## src/design/multi_priority_event_queue_top_defines.svh

```systemverilog
// ---------------------------------------------------------------------------
// Assertion macros for the priority event queue
// Shared assertion forms, clocked on the rising edge, muted in reset.
// ---------------------------------------------------------------------------
`ifndef MULTI_PRIORITY_EVENT_QUEUE_TOP_DEFINES_SVH
`define MULTI_PRIORITY_EVENT_QUEUE_TOP_DEFINES_SVH

// property holds in the same cycle
`define MPQ_ASSERT(name, clk, rst_n, prop, msg) \
	name: assert property (@(posedge clk) disable iff (!rst_n) prop) else $error(msg);

// consequent holds in the cycle after the antecedent
`define MPQ_ASSERT_NEXT(name, clk, rst_n, ante, cons, msg) \
	name: assert property (@(posedge clk) disable iff (!rst_n) (ante) |=> (cons)) else $error(msg);

`endif

```

## src/design/mpq_pkg.sv

```systemverilog
// ---------------------------------------------------------------------------
// mpq_pkg
// Sizes, codes, command/status types and index helpers of the event queue.
// ---------------------------------------------------------------------------
package mpq_pkg;

	localparam int NUM_PRIORITIES = 4;
	localparam int QUEUE_DEPTH    = 16;
	localparam int IDX_W          = (QUEUE_DEPTH > 1) ? $clog2(QUEUE_DEPTH) : 1;
	localparam int Q_W            = (NUM_PRIORITIES > 1) ? $clog2(NUM_PRIORITIES) : 1;
	localparam int SLOTS          = NUM_PRIORITIES * QUEUE_DEPTH;
	localparam int ADDR_W         = $clog2(SLOTS);
	localparam int PRIO_W         = 3;
	localparam int EVENT_W        = 16;

	typedef enum logic {
		REQ_ENQ = 1'b0,
		REQ_DEQ = 1'b1
	} req_type_t;

	typedef enum logic [0:0] {
		S_IDLE,
		S_READ
	} state_t;

	// controller -> datapath
	typedef struct packed {
		logic enq_write;  // store word at tail of the named queue
		logic deq_start;  // read head slot, advance head
		logic ld_direct;  // load response that needs no memory data
		logic ld_read;    // load response from registered read data
	} dp_cmd_t;

	// datapath -> controller
	typedef struct packed {
		logic req_is_deq;
		logic deq_found;
		logic out_free;
	} dp_status_t;

	// indices count down and wrap from slot 0 to the top slot
	function automatic logic [IDX_W-1:0] step_down(input logic [IDX_W-1:0] idx);
		logic [IDX_W-1:0] r;
		if (idx == '0) r = IDX_W'(QUEUE_DEPTH - 1);
		else           r = idx - IDX_W'(1);
		return r;
	endfunction

	function automatic logic [ADDR_W-1:0] slot_addr(input logic [Q_W-1:0] q,
			input logic [IDX_W-1:0] idx);
		return ADDR_W'(q) * ADDR_W'(QUEUE_DEPTH) + ADDR_W'(idx);
	endfunction

endpackage

```

## src/design/mpq_req_if.sv

```systemverilog
// ---------------------------------------------------------------------------
// mpq_req_if
// Request channel: enqueue or dequeue word with valid/ready handshake.
// ---------------------------------------------------------------------------
interface mpq_req_if import mpq_pkg::*; ();
	logic               valid;
	logic               ready;
	logic               req_type;
	logic [PRIO_W-1:0]  prio_in;
	logic [EVENT_W-1:0] event_in;

	modport source (output valid, req_type, prio_in, event_in, input ready);
	modport sink   (input valid, req_type, prio_in, event_in, output ready);
endinterface

```

## src/design/mpq_rsp_if.sv

```systemverilog
// ---------------------------------------------------------------------------
// mpq_rsp_if
// Response channel: status, dequeued event and its priority.
// ---------------------------------------------------------------------------
interface mpq_rsp_if import mpq_pkg::*; ();
	logic               valid;
	logic               ready;
	logic               ok;
	logic [EVENT_W-1:0] event_out;
	logic [PRIO_W-1:0]  prio_out;

	modport source (output valid, ok, event_out, prio_out, input ready);
	modport sink   (input valid, ok, event_out, prio_out, output ready);
endinterface

```

## src/design/mpq_ctrl.sv

```systemverilog
// ---------------------------------------------------------------------------
// mpq_ctrl
// Request sequencer: takes a word, issues datapath commands, waits on reads.
// ---------------------------------------------------------------------------
module mpq_ctrl import mpq_pkg::*; (
	input  logic       clk,
	input  logic       arst_n,
	input  logic       req_valid,
	output logic       req_ready,
	input  dp_status_t status,
	output dp_cmd_t    cmd
);

	state_t state_q, state_d;
	logic   accept;

	// take a word only when the response register can hold the result
	assign req_ready = (state_q == S_IDLE) && status.out_free;
	assign accept    = req_valid && req_ready;

	// state register
	always_ff @(posedge clk or negedge arst_n) begin
		if (!arst_n) state_q <= S_IDLE;
		else         state_q <= state_d;
	end

	// next state
	always_comb begin
		state_d = state_q;
		unique case (state_q)
			S_IDLE: begin
				if (accept && status.req_is_deq && status.deq_found) state_d = S_READ;
			end
			S_READ:  state_d = S_IDLE;
			default: state_d = S_IDLE;
		endcase
	end

	// command outputs
	always_comb begin
		cmd = '0;
		unique case (state_q)
			S_IDLE: begin
				if (accept) begin
					if (status.req_is_deq && status.deq_found) begin
						cmd.deq_start = 1'b1;
					end else begin
						cmd.enq_write = !status.req_is_deq;
						cmd.ld_direct = 1'b1;
					end
				end
			end
			S_READ:  cmd.ld_read = 1'b1;
			default: cmd = '0;
		endcase
	end

endmodule

```

## src/design/mpq_dp.sv

```systemverilog
// ---------------------------------------------------------------------------
// mpq_dp
// Queue pointers, event memory, priority select and response register.
// ---------------------------------------------------------------------------
`include "multi_priority_event_queue_top_defines.svh"

module mpq_dp import mpq_pkg::*; (
	input  logic               clk,
	input  logic               arst_n,
	input  dp_cmd_t            cmd,
	output dp_status_t         status,
	input  logic               req_type,
	input  logic [PRIO_W-1:0]  prio_in,
	input  logic [EVENT_W-1:0] event_in,
	output logic               rsp_valid,
	input  logic               rsp_ready,
	output logic               ok,
	output logic [EVENT_W-1:0] event_out,
	output logic [PRIO_W-1:0]  prio_out
);

	logic [IDX_W-1:0]   head_q [NUM_PRIORITIES];
	logic [IDX_W-1:0]   tail_q [NUM_PRIORITIES];
	logic [NUM_PRIORITIES-1:0] full_q;
	logic [EVENT_W-1:0] mem_q [SLOTS];
	logic [EVENT_W-1:0] rd_data_q;
	logic [PRIO_W-1:0]  rd_prio_q;

	logic               valid_q, ok_q;
	logic [EVENT_W-1:0] event_q;
	logic [PRIO_W-1:0]  prio_q;

	logic               prio_ok, enq_ok, deq_found;
	logic [Q_W-1:0]     enq_q, deq_q;
	logic [IDX_W-1:0]   tail_next;
	logic [NUM_PRIORITIES-1:0] nonempty;

	// enqueue target and its checks
	assign prio_ok   = (prio_in != '0) && (32'(prio_in) <= 32'(NUM_PRIORITIES));
	assign enq_q     = Q_W'(prio_in - PRIO_W'(1));
	assign enq_ok    = prio_ok && !full_q[enq_q];
	assign tail_next = step_down(tail_q[enq_q]);

	// highest non-empty queue wins
	always_comb begin
		deq_found = 1'b0;
		deq_q     = '0;
		for (int q = 0; q < NUM_PRIORITIES; q++) begin
			nonempty[q] = (head_q[q] != tail_q[q]) || full_q[q];
			if (nonempty[q]) begin
				deq_found = 1'b1;
				deq_q     = Q_W'(q);
			end
		end
	end

	assign status.req_is_deq = (req_type == REQ_DEQ);
	assign status.deq_found  = deq_found;
	assign status.out_free   = !valid_q || rsp_ready;

	// head, tail and full flags
	always_ff @(posedge clk or negedge arst_n) begin
		if (!arst_n) begin
			for (int q = 0; q < NUM_PRIORITIES; q++) begin
				head_q[q] <= IDX_W'(QUEUE_DEPTH - 1);
				tail_q[q] <= IDX_W'(QUEUE_DEPTH - 1);
			end
			full_q <= '0;
		end else begin
			if (cmd.enq_write && enq_ok) begin
				tail_q[enq_q] <= tail_next;
				if (tail_next == head_q[enq_q]) full_q[enq_q] <= 1'b1;
			end
			if (cmd.deq_start) begin
				head_q[deq_q] <= step_down(head_q[deq_q]);
				full_q[deq_q] <= 1'b0;
			end
		end
	end

	// event memory: one write or one registered read per cycle
	always_ff @(posedge clk) begin
		if (cmd.enq_write && enq_ok) mem_q[slot_addr(enq_q, tail_q[enq_q])] <= event_in;
		if (cmd.deq_start) begin
			rd_data_q <= mem_q[slot_addr(deq_q, head_q[deq_q])];
			rd_prio_q <= PRIO_W'(deq_q) + PRIO_W'(1);
		end
	end

	// response register
	always_ff @(posedge clk or negedge arst_n) begin
		if (!arst_n) valid_q <= 1'b0;
		else if (cmd.ld_direct || cmd.ld_read) valid_q <= 1'b1;
		else if (rsp_ready) valid_q <= 1'b0;
	end

	always_ff @(posedge clk) begin
		if (cmd.ld_direct) begin
			ok_q    <= !status.req_is_deq && enq_ok;
			event_q <= '0;
			prio_q  <= '0;
		end else if (cmd.ld_read) begin
			ok_q    <= 1'b1;
			event_q <= rd_data_q;
			prio_q  <= rd_prio_q;
		end
	end

	assign rsp_valid = valid_q;
	assign ok        = ok_q;
	assign event_out = event_q;
	assign prio_out  = prio_q;

	// checks
	`MPQ_ASSERT(a_deq_needs_data, clk, arst_n, cmd.deq_start |-> deq_found, "dequeue with all queues empty")
	`MPQ_ASSERT(a_enq_not_full, clk, arst_n, (cmd.enq_write && enq_ok) |-> !full_q[enq_q], "write into full queue")
	`MPQ_ASSERT_NEXT(a_read_resp, clk, arst_n, cmd.ld_read, valid_q && ok_q && (prio_q != '0), "read response not loaded")
	`MPQ_ASSERT(a_load_free, clk, arst_n, (cmd.ld_direct || cmd.ld_read) |-> status.out_free, "response overwritten")
	`MPQ_ASSERT(a_full_meet, clk, arst_n, (full_q[enq_q] && prio_ok) |-> (head_q[enq_q] == tail_q[enq_q]), "full queue with head apart from tail")

endmodule

```

## src/design/multi_priority_event_queue_top.sv

```systemverilog
// ---------------------------------------------------------------------------
// multi_priority_event_queue_top
// Strict-priority set of circular event FIFOs with request/response words.
// ---------------------------------------------------------------------------
// An enqueue, or a dequeue that finds every queue empty, is accepted from
// S_IDLE and its response word appears in the response register the next
// cycle, so such requests run at one per cycle while responses are taken. A
// successful dequeue passes through the S_READ state: the event memory read is
// registered, and the sequencer holds off the next request while in S_READ. No
// request is taken while a response waits and is not being taken that cycle.
// The event memory is not cleared after reset; only written slots are read.
module multi_priority_event_queue_top import mpq_pkg::*; (
	input  logic      clk,
	input  logic      arst_n,
	mpq_req_if.sink   req,
	mpq_rsp_if.source rsp
);

	dp_cmd_t    cmd;
	dp_status_t status;

	mpq_ctrl u_ctrl (
		.clk       (clk),
		.arst_n    (arst_n),
		.req_valid (req.valid),
		.req_ready (req.ready),
		.status    (status),
		.cmd       (cmd)
	);

	mpq_dp u_dp (
		.clk       (clk),
		.arst_n    (arst_n),
		.cmd       (cmd),
		.status    (status),
		.req_type  (req.req_type),
		.prio_in   (req.prio_in),
		.event_in  (req.event_in),
		.rsp_valid (rsp.valid),
		.rsp_ready (rsp.ready),
		.ok        (rsp.ok),
		.event_out (rsp.event_out),
		.prio_out  (rsp.prio_out)
	);

endmodule
```

## src/flat_wrapper.sv

```systemverilog
// flat-port wrapper written by rule: the top's interface ports become plain ports
module multi_priority_event_queue_top_flat import mpq_pkg::*;
  (clk, arst_n, req_valid, req_req_type, req_prio_in, req_event_in, req_ready, rsp_valid, rsp_ok, rsp_event_out, rsp_prio_out, rsp_ready);
  mpq_req_if req_i ();
  mpq_rsp_if rsp_i ();
  input  logic clk;
  input  logic arst_n;
  input wire logic [$bits(req_i.valid)-1:0] req_valid;
  input wire logic [$bits(req_i.req_type)-1:0] req_req_type;
  input wire logic [$bits(req_i.prio_in)-1:0] req_prio_in;
  input wire logic [$bits(req_i.event_in)-1:0] req_event_in;
  output wire logic [$bits(req_i.ready)-1:0] req_ready;
  output wire logic [$bits(rsp_i.valid)-1:0] rsp_valid;
  output wire logic [$bits(rsp_i.ok)-1:0] rsp_ok;
  output wire logic [$bits(rsp_i.event_out)-1:0] rsp_event_out;
  output wire logic [$bits(rsp_i.prio_out)-1:0] rsp_prio_out;
  input wire logic [$bits(rsp_i.ready)-1:0] rsp_ready;
  assign req_i.valid = req_valid;
  assign req_i.req_type = req_req_type;
  assign req_i.prio_in = req_prio_in;
  assign req_i.event_in = req_event_in;
  assign req_ready = req_i.ready;
  assign rsp_valid = rsp_i.valid;
  assign rsp_ok = rsp_i.ok;
  assign rsp_event_out = rsp_i.event_out;
  assign rsp_prio_out = rsp_i.prio_out;
  assign rsp_i.ready = rsp_ready;
  multi_priority_event_queue_top u_core (.clk(clk), .arst_n(arst_n), .req(req_i), .rsp(rsp_i));
endmodule
```

## config.mk

```make
export PLATFORM = sky130hd
export DESIGN_NAME = multi_priority_event_queue_top_flat
export DESIGN_NICKNAME = d
export VERILOG_FILES = /design/src/design/mpq_pkg.sv /design/src/design/mpq_req_if.sv /design/src/design/mpq_rsp_if.sv /design/src/design/mpq_ctrl.sv /design/src/design/mpq_dp.sv /design/src/design/multi_priority_event_queue_top.sv /design/src/flat_wrapper.sv
export VERILOG_INCLUDE_DIRS = /design/src /design/src/design
export SDC_FILE = /design/constraint.sdc
export NUM_CORES = 1
export LEC_CHECK = 0
export BUFFER_PORTS_ARGS = -buffer_cell sky130_fd_sc_hd__buf_2
export CELL_PAD_IN_SITES_DETAIL_PLACEMENT = 2
export CELL_PAD_IN_SITES_GLOBAL_PLACEMENT = 2
export CORE_MARGIN = 4
export CORE_UTILIZATION = 51
export CTS_BUF_LIST = sky130_fd_sc_hd__clkbuf_2
export DETAILED_ROUTE_END_ITERATION = 10
export HOLD_SLACK_MARGIN = 0.06
export PLACE_DENSITY = 0.93
export SYNTH_ARGS = -nofsm -noshare
export SYNTH_HDL_FRONTEND = slang
export SYNTH_SLANG_ARGS = --single-unit
```

## constraint.sdc

```tcl
create_clock -name clk -period 6.7 [get_ports clk]
set_clock_uncertainty 0.1 [all_clocks]
set_input_delay 0.67 -clock clk [delete_from_list [all_inputs] [get_ports clk]]
set_output_delay 0.67 -clock clk [all_outputs]
set_load 0.03 [all_outputs]
```

==> impl_results.md, run 1 <==
- Status: did not finish
- Stopped at: global routing
- Err: [ERROR GRT-0228] Horizontal edge usage exceeds the maximum allowed. (9, 19) usage=65535 limit=3200
- Post-synth EDFFs: 1,044
- Boundary Pins: 46
- Mux share of post-synthesis cell area: 0.0250
- Avg Inst Size Synth: 13.8 µm²
- Top FF cell, synth: edfxtp_1
- Syn. warnings: 0
- Sequential share of the synthesized area: 0.719
- Count leader, synth: edfxtp_1
- Clk root buf: clkbuf_2
- Initial Utilization: 0.514
- Largest area contributor in the netlist: edfxtp_1
- Hold-fix buffer count after cts: 33
- Adder-cell share of the synthesized area: 0.00275
- Worst_ep kind: register data pin
- Postcts setup bufs: 0
- Die span in x: 307 µm
- Synthesized area: 45,500 µm²
- Last worst endpoint in the global-route repair_timing: u_core.u_dp.rd_data_q[15]$_DFFE_PP_/D
- Count of cell types in the netlist: 67
- Largest cells by area after synthesis: edfxtp_1 69%, nand2_1 3.4%, a211oi_1 2.5%
- Post-synthesis xor/xnor area fraction: 0.00500
- Synth cell count leaders: 1,044 x edfxtp_1, 411 x nand2_1, 169 x a21oi_1, 165 x clkbuf_1, 161 x and3_1
- Ys async rst share: 0.0345
- Clk buf depth: 4
- Syn_nets: 3,330
- #FFs+latches synth: 1,101
- Port Buf Inserts: 45
- # resized after CTS: 0
- CTS Buf Count: 296
- Area share of the largest cell type after synthesis: 0.688
- Routability congestion estimate: 0.882
- Clock sinks: 1,101
- Simple-Gate Fraction of Synth Area: 0.100
- Placed cells: 4,400
- Cell Rows: 109
- Initial antenna violation count: 81
- CTS H-tree lvls: 5
- Mapped Cells: 3,296
- Post-DP HPWL: 123 mm
- Largest net degree at the start of global routing: 165
- Die Y-Extent: 307 µm
- Post-synthesis compound-gate area fraction: 0.124
- Largest family of logic cells by synthesized area: compound AO/OA/AOI/OAI gates
## logic make-up after synthesis
kind of cell,after synthesis
buffers and inverters,266
xor gates and xnor gates,26
DFF,1101
AOI/OAI and AO/OA,830
and+or+nand+nor,961
muxes,102
adders and majority gates,10
## through the flow
stage | instance area (µm²) | setup slack [ps] | util
after CTS | 50300 | 77.9 | 0.568
after detailed placement | 47600 | 635 | 0.538
after global placement | 47600 | 1220 | 0.538
after floorplan | 45500 | 2490 | -
==> run 2, diff against run 1 <==
--- a/config.mk
+++ b/config.mk
@@ -7,14 +7,10 @@
 export NUM_CORES = 1
 export LEC_CHECK = 0
 export BUFFER_PORTS_ARGS = -buffer_cell sky130_fd_sc_hd__buf_2
-export CELL_PAD_IN_SITES_DETAIL_PLACEMENT = 2
-export CELL_PAD_IN_SITES_GLOBAL_PLACEMENT = 2
 export CORE_MARGIN = 4
-export CORE_UTILIZATION = 51
-export CTS_BUF_LIST = sky130_fd_sc_hd__clkbuf_2
+export CORE_UTILIZATION = 40
 export DETAILED_ROUTE_END_ITERATION = 10
-export HOLD_SLACK_MARGIN = 0.06
-export PLACE_DENSITY = 0.93
+export PLACE_DENSITY_LB_ADDON = 0.15
 export SYNTH_ARGS = -nofsm -noshare
 export SYNTH_HDL_FRONTEND = slang
 export SYNTH_SLANG_ARGS = --single-unit
==> run 2 against run 1 <==
The run now ends clean. Synthesized cell count unchanged. Synthesized area unchanged.
==> impl_results.md, run 2 <==
- Port Buf Inserts: 45 (unchanged)
- Max reg flops: 1,024
- First-pass GRT wire length: 204 mm
- Sequential share of the synthesized area: 0.719 (unchanged)
- Largest area contributor in the netlist: edfxtp_1
- Crit share post-route: 0.839
- FF-to-FF Start: u_core.u_dp.tail_q[5]
- Syn_nets: 3,330 (unchanged)
- Synthesized area: 45,500 µm² (unchanged)
- Largest cells by area after synthesis: edfxtp_1 69%, nand2_1 3.4%, a211oi_1 2.5%
- Crit start category: flip-flop
- Clk root buf: clkbuf_16
- Clk_lat worst skew: 710 ps
- Routability congestion estimate: 0.873 (-0.98%)
- Critical Path Max Stage Delay: 1070 ps
- Final Instance Area: 51,800 µm²
- Iteration-0 DRC Markers: 3,883
- Area after DPL: 48,000 µm² (+0.86%)
- Worst Path Required: 7170 ps
- Vias in the first global route: 27,906
- Crit Path Max Fanout: 59
- Cell Rows: 123 (+13%)
- Postcts setup bufs: 0 (unchanged)
- Count of cell types in the netlist: 67 (unchanged)
- Routed len/inst: 28.7 µm
- Die span in x: 345 µm (+13%)
- Max IR drop VDD: 0.498 mV
- Count leader, synth: edfxtp_1
- Post-route DRC: 0
- Uppermost routed layer: met4
- GRT Residual Overflow: 0
- Most frequent cells in the layout: 1,044 x edfxtp_1, 409 x nand2_1, 168 x a21oi_1
- Worst Setup End Kind: flip-flop
- Clock share of power: 0.242
- Internal Power: 15.1 mW
- Total core area: 113,000 µm²
- Ys async rst share: 0.0345 (unchanged)
- Total Power: 26.7 mW
- Area share of the largest cell type after synthesis: 0.688 (unchanged)
- DR pass1 iterations: 5
- Post-Route WL: 142 mm
- Worst slew pin tran: 1360 ps
- Final Max Slew Viols: 0
- Top FF cell, synth: edfxtp_1
- Switch Pwr: 11.6 mW
- HP Start: req_valid
- Worst setup startpoint: u_core.u_dp.tail_q[5]
- Met1 Routed Length: 64.6 mm
- Final setup fails: 0
- PwrDens: 516 nW/µm²
- Sw Share: 0.436
- Critical path's top delay family: compound AO/OA/AOI/OAI gates
- Die Area: 119,000 µm²
- Largest net degree at the start of global routing: 157
- Setup_tns: 0 ps
- Antenna-violating nets left: 0
- Syn. warnings: 0 (unchanged)
- Initial antenna violation count: 5
- CTS tree: yes
- Hold Path Class: in -> reg
- Crit path time final: 5620 ps
- Status: complete, no violations
- FMAX: 178 MHz
- Sequential share of power: 0.306
- Sequential cell area: 32,700 µm²
- Critical path, cell by cell: xor2_1 > or4_4 > a311oi_4 > buf_4 > a211o_1 > nand2_8 > inv_8 > buf_4 > a21oi_1 > a32oi_1 > o32ai_1 > o21ai_0 > or3_1
- Leakage: 17.5 nW
- Most common cell after layout, fill and taps aside: edfxtp_1
- Boundary Pins: 46 (unchanged)
- FILL cells: 9,939
- Via density: 5.97
- Area Growth Syn to Fin: 13.7%
- Final hold vios: 0
- Layout cell share with drive strength beyond 1: 0.129
- Relative max-transition margin: 0.0838
- Die Y-Extent: 345 µm (+13%)
- CTS Buf Count: 116 (-61%)
- Avg Inst Size Synth: 13.8 µm² (unchanged)
- Clk pin slew, worst setup/hold paths: 60 ps
- Max_cap viols: 0
- Kind of critical path: reg -> reg
- Clk buf depth: 3 (-1)
- Initial Utilization: 0.404 (-0.111)
- All-layer global routing usage: 0.231
- Post-synth EDFFs: 1,044 (unchanged)
- Hold_ws: 187 ps
- #FFs+latches synth: 1,101 (unchanged)
- Synth cell count leaders: 1,044 x edfxtp_1, 411 x nand2_1, 169 x a21oi_1, 165 x clkbuf_1, 161 x and3_1
- Post-DP HPWL: 83.0 mm (-33%)
- Worst path bufs/invs: 3
- CP most frequent cell: buf_4
- Combinational fraction of design power: 0.453
- Multi-input gate area: 11,900 µm²
- CTS H-tree lvls: 3 (-2)
- Met3 Routed Length: 11.2 mm
- # resized after CTS: 0 (unchanged)
- Clock sinks: 1,101 (unchanged)
- # nets final: 3,394
- WL met2: 62.9 mm
- Hold-fix buffer count after cts: 1 (-97%)
- Vias: 29,580
- Critical path's slowest cell: o21ai_0
- RSZ-0062 raised after global routing: no
- Data arrival, critical path: 6090 ps
- Mapped Cells: 3,296 (unchanged)
run 2: cell counts after synthesis:
Identical to the previous run, type by type.
run 2: worst min-delay path, stage by stage:
cell and delay [ps]:
buf_2 90, nand2_1 120, nor2_1 70
run 2: kinds of logic (layout without fill, tap and decap cells):
logic type / after synthesis / count (layout) / share of synthesized area
and+or+nand+nor: 961 / 961 / 0.100
xor gates and xnor gates: 26 / 26 / 0.00500
buffers and inverters: 266 / 425 / 0.0244
AOI/OAI and AO/OA: 830 / 830 / 0.124
adders and majority gates: 10 / 10 / 0.00275
other: 0 / 1 / 0
DFF: 1101 / 1101 / 0.719
muxes: 102 / 102 / 0.0250
run 2: stage by stage:
step	utilization	setup WS, ps	instances
finish	0.459	1080	4956
global route	0.459	803	4955
CTS	0.459	1180	4955
detailed placement	0.425	1200	4741
global placement	0.425	1210	4741
floorplan	-	2490	3296
run 2: final cells by class:
type                            count  area share
Clock inverter                     64      0.0128
Sequential cell                  1101       0.632
Inverter                           14     0.00130
Multi-Input combinational cell   1929       0.229
Clock buffer                      149      0.0602
Timing Repair Buffer              198      0.0283
Antenna cell                        1   0.0000483
Tap cell                         1500      0.0362
run 2: power groups by stage:
stage          clock network (mW)  registers (mW)  logic [mW]
2_1_floorplan                   0            8.22        6.99
3_3_place_gp                    0            8.29        11.9
3_5_place_dp                    0            8.29        11.9
4_1_cts                      6.56            8.15        12.0
5_1_grt                      6.83            8.18        12.8
6_report                     6.46            8.16        12.1
run 2: final timing paths:
path | to | slack [ps] | cells after the start
hold / removal | u_core.u_ctrl.state_q | 190 | 3
setup / recovery | u_core.u_dp.rd_data_q[11] | 1080 | 13
setup reg to reg | u_core.u_dp.rd_data_q[11] | 1080 | 13
hold reg to reg | u_core.u_dp.tail_q[3] | 380 | 2
min in group asynchronous | u_core.u_dp.full_q[2] | 550 | 2
max in group asynchronous | u_core.u_dp.rsp_valid | 5380 | 2
run 2: routing by layer:
metal,vias up,GRT usage
li1,12938,-
met1,15149,0.351
met2,1318,0.344
met3,175,0.0363
met4,0,0.0638
met5,-,0
Power figures use the tool's default switching activity.
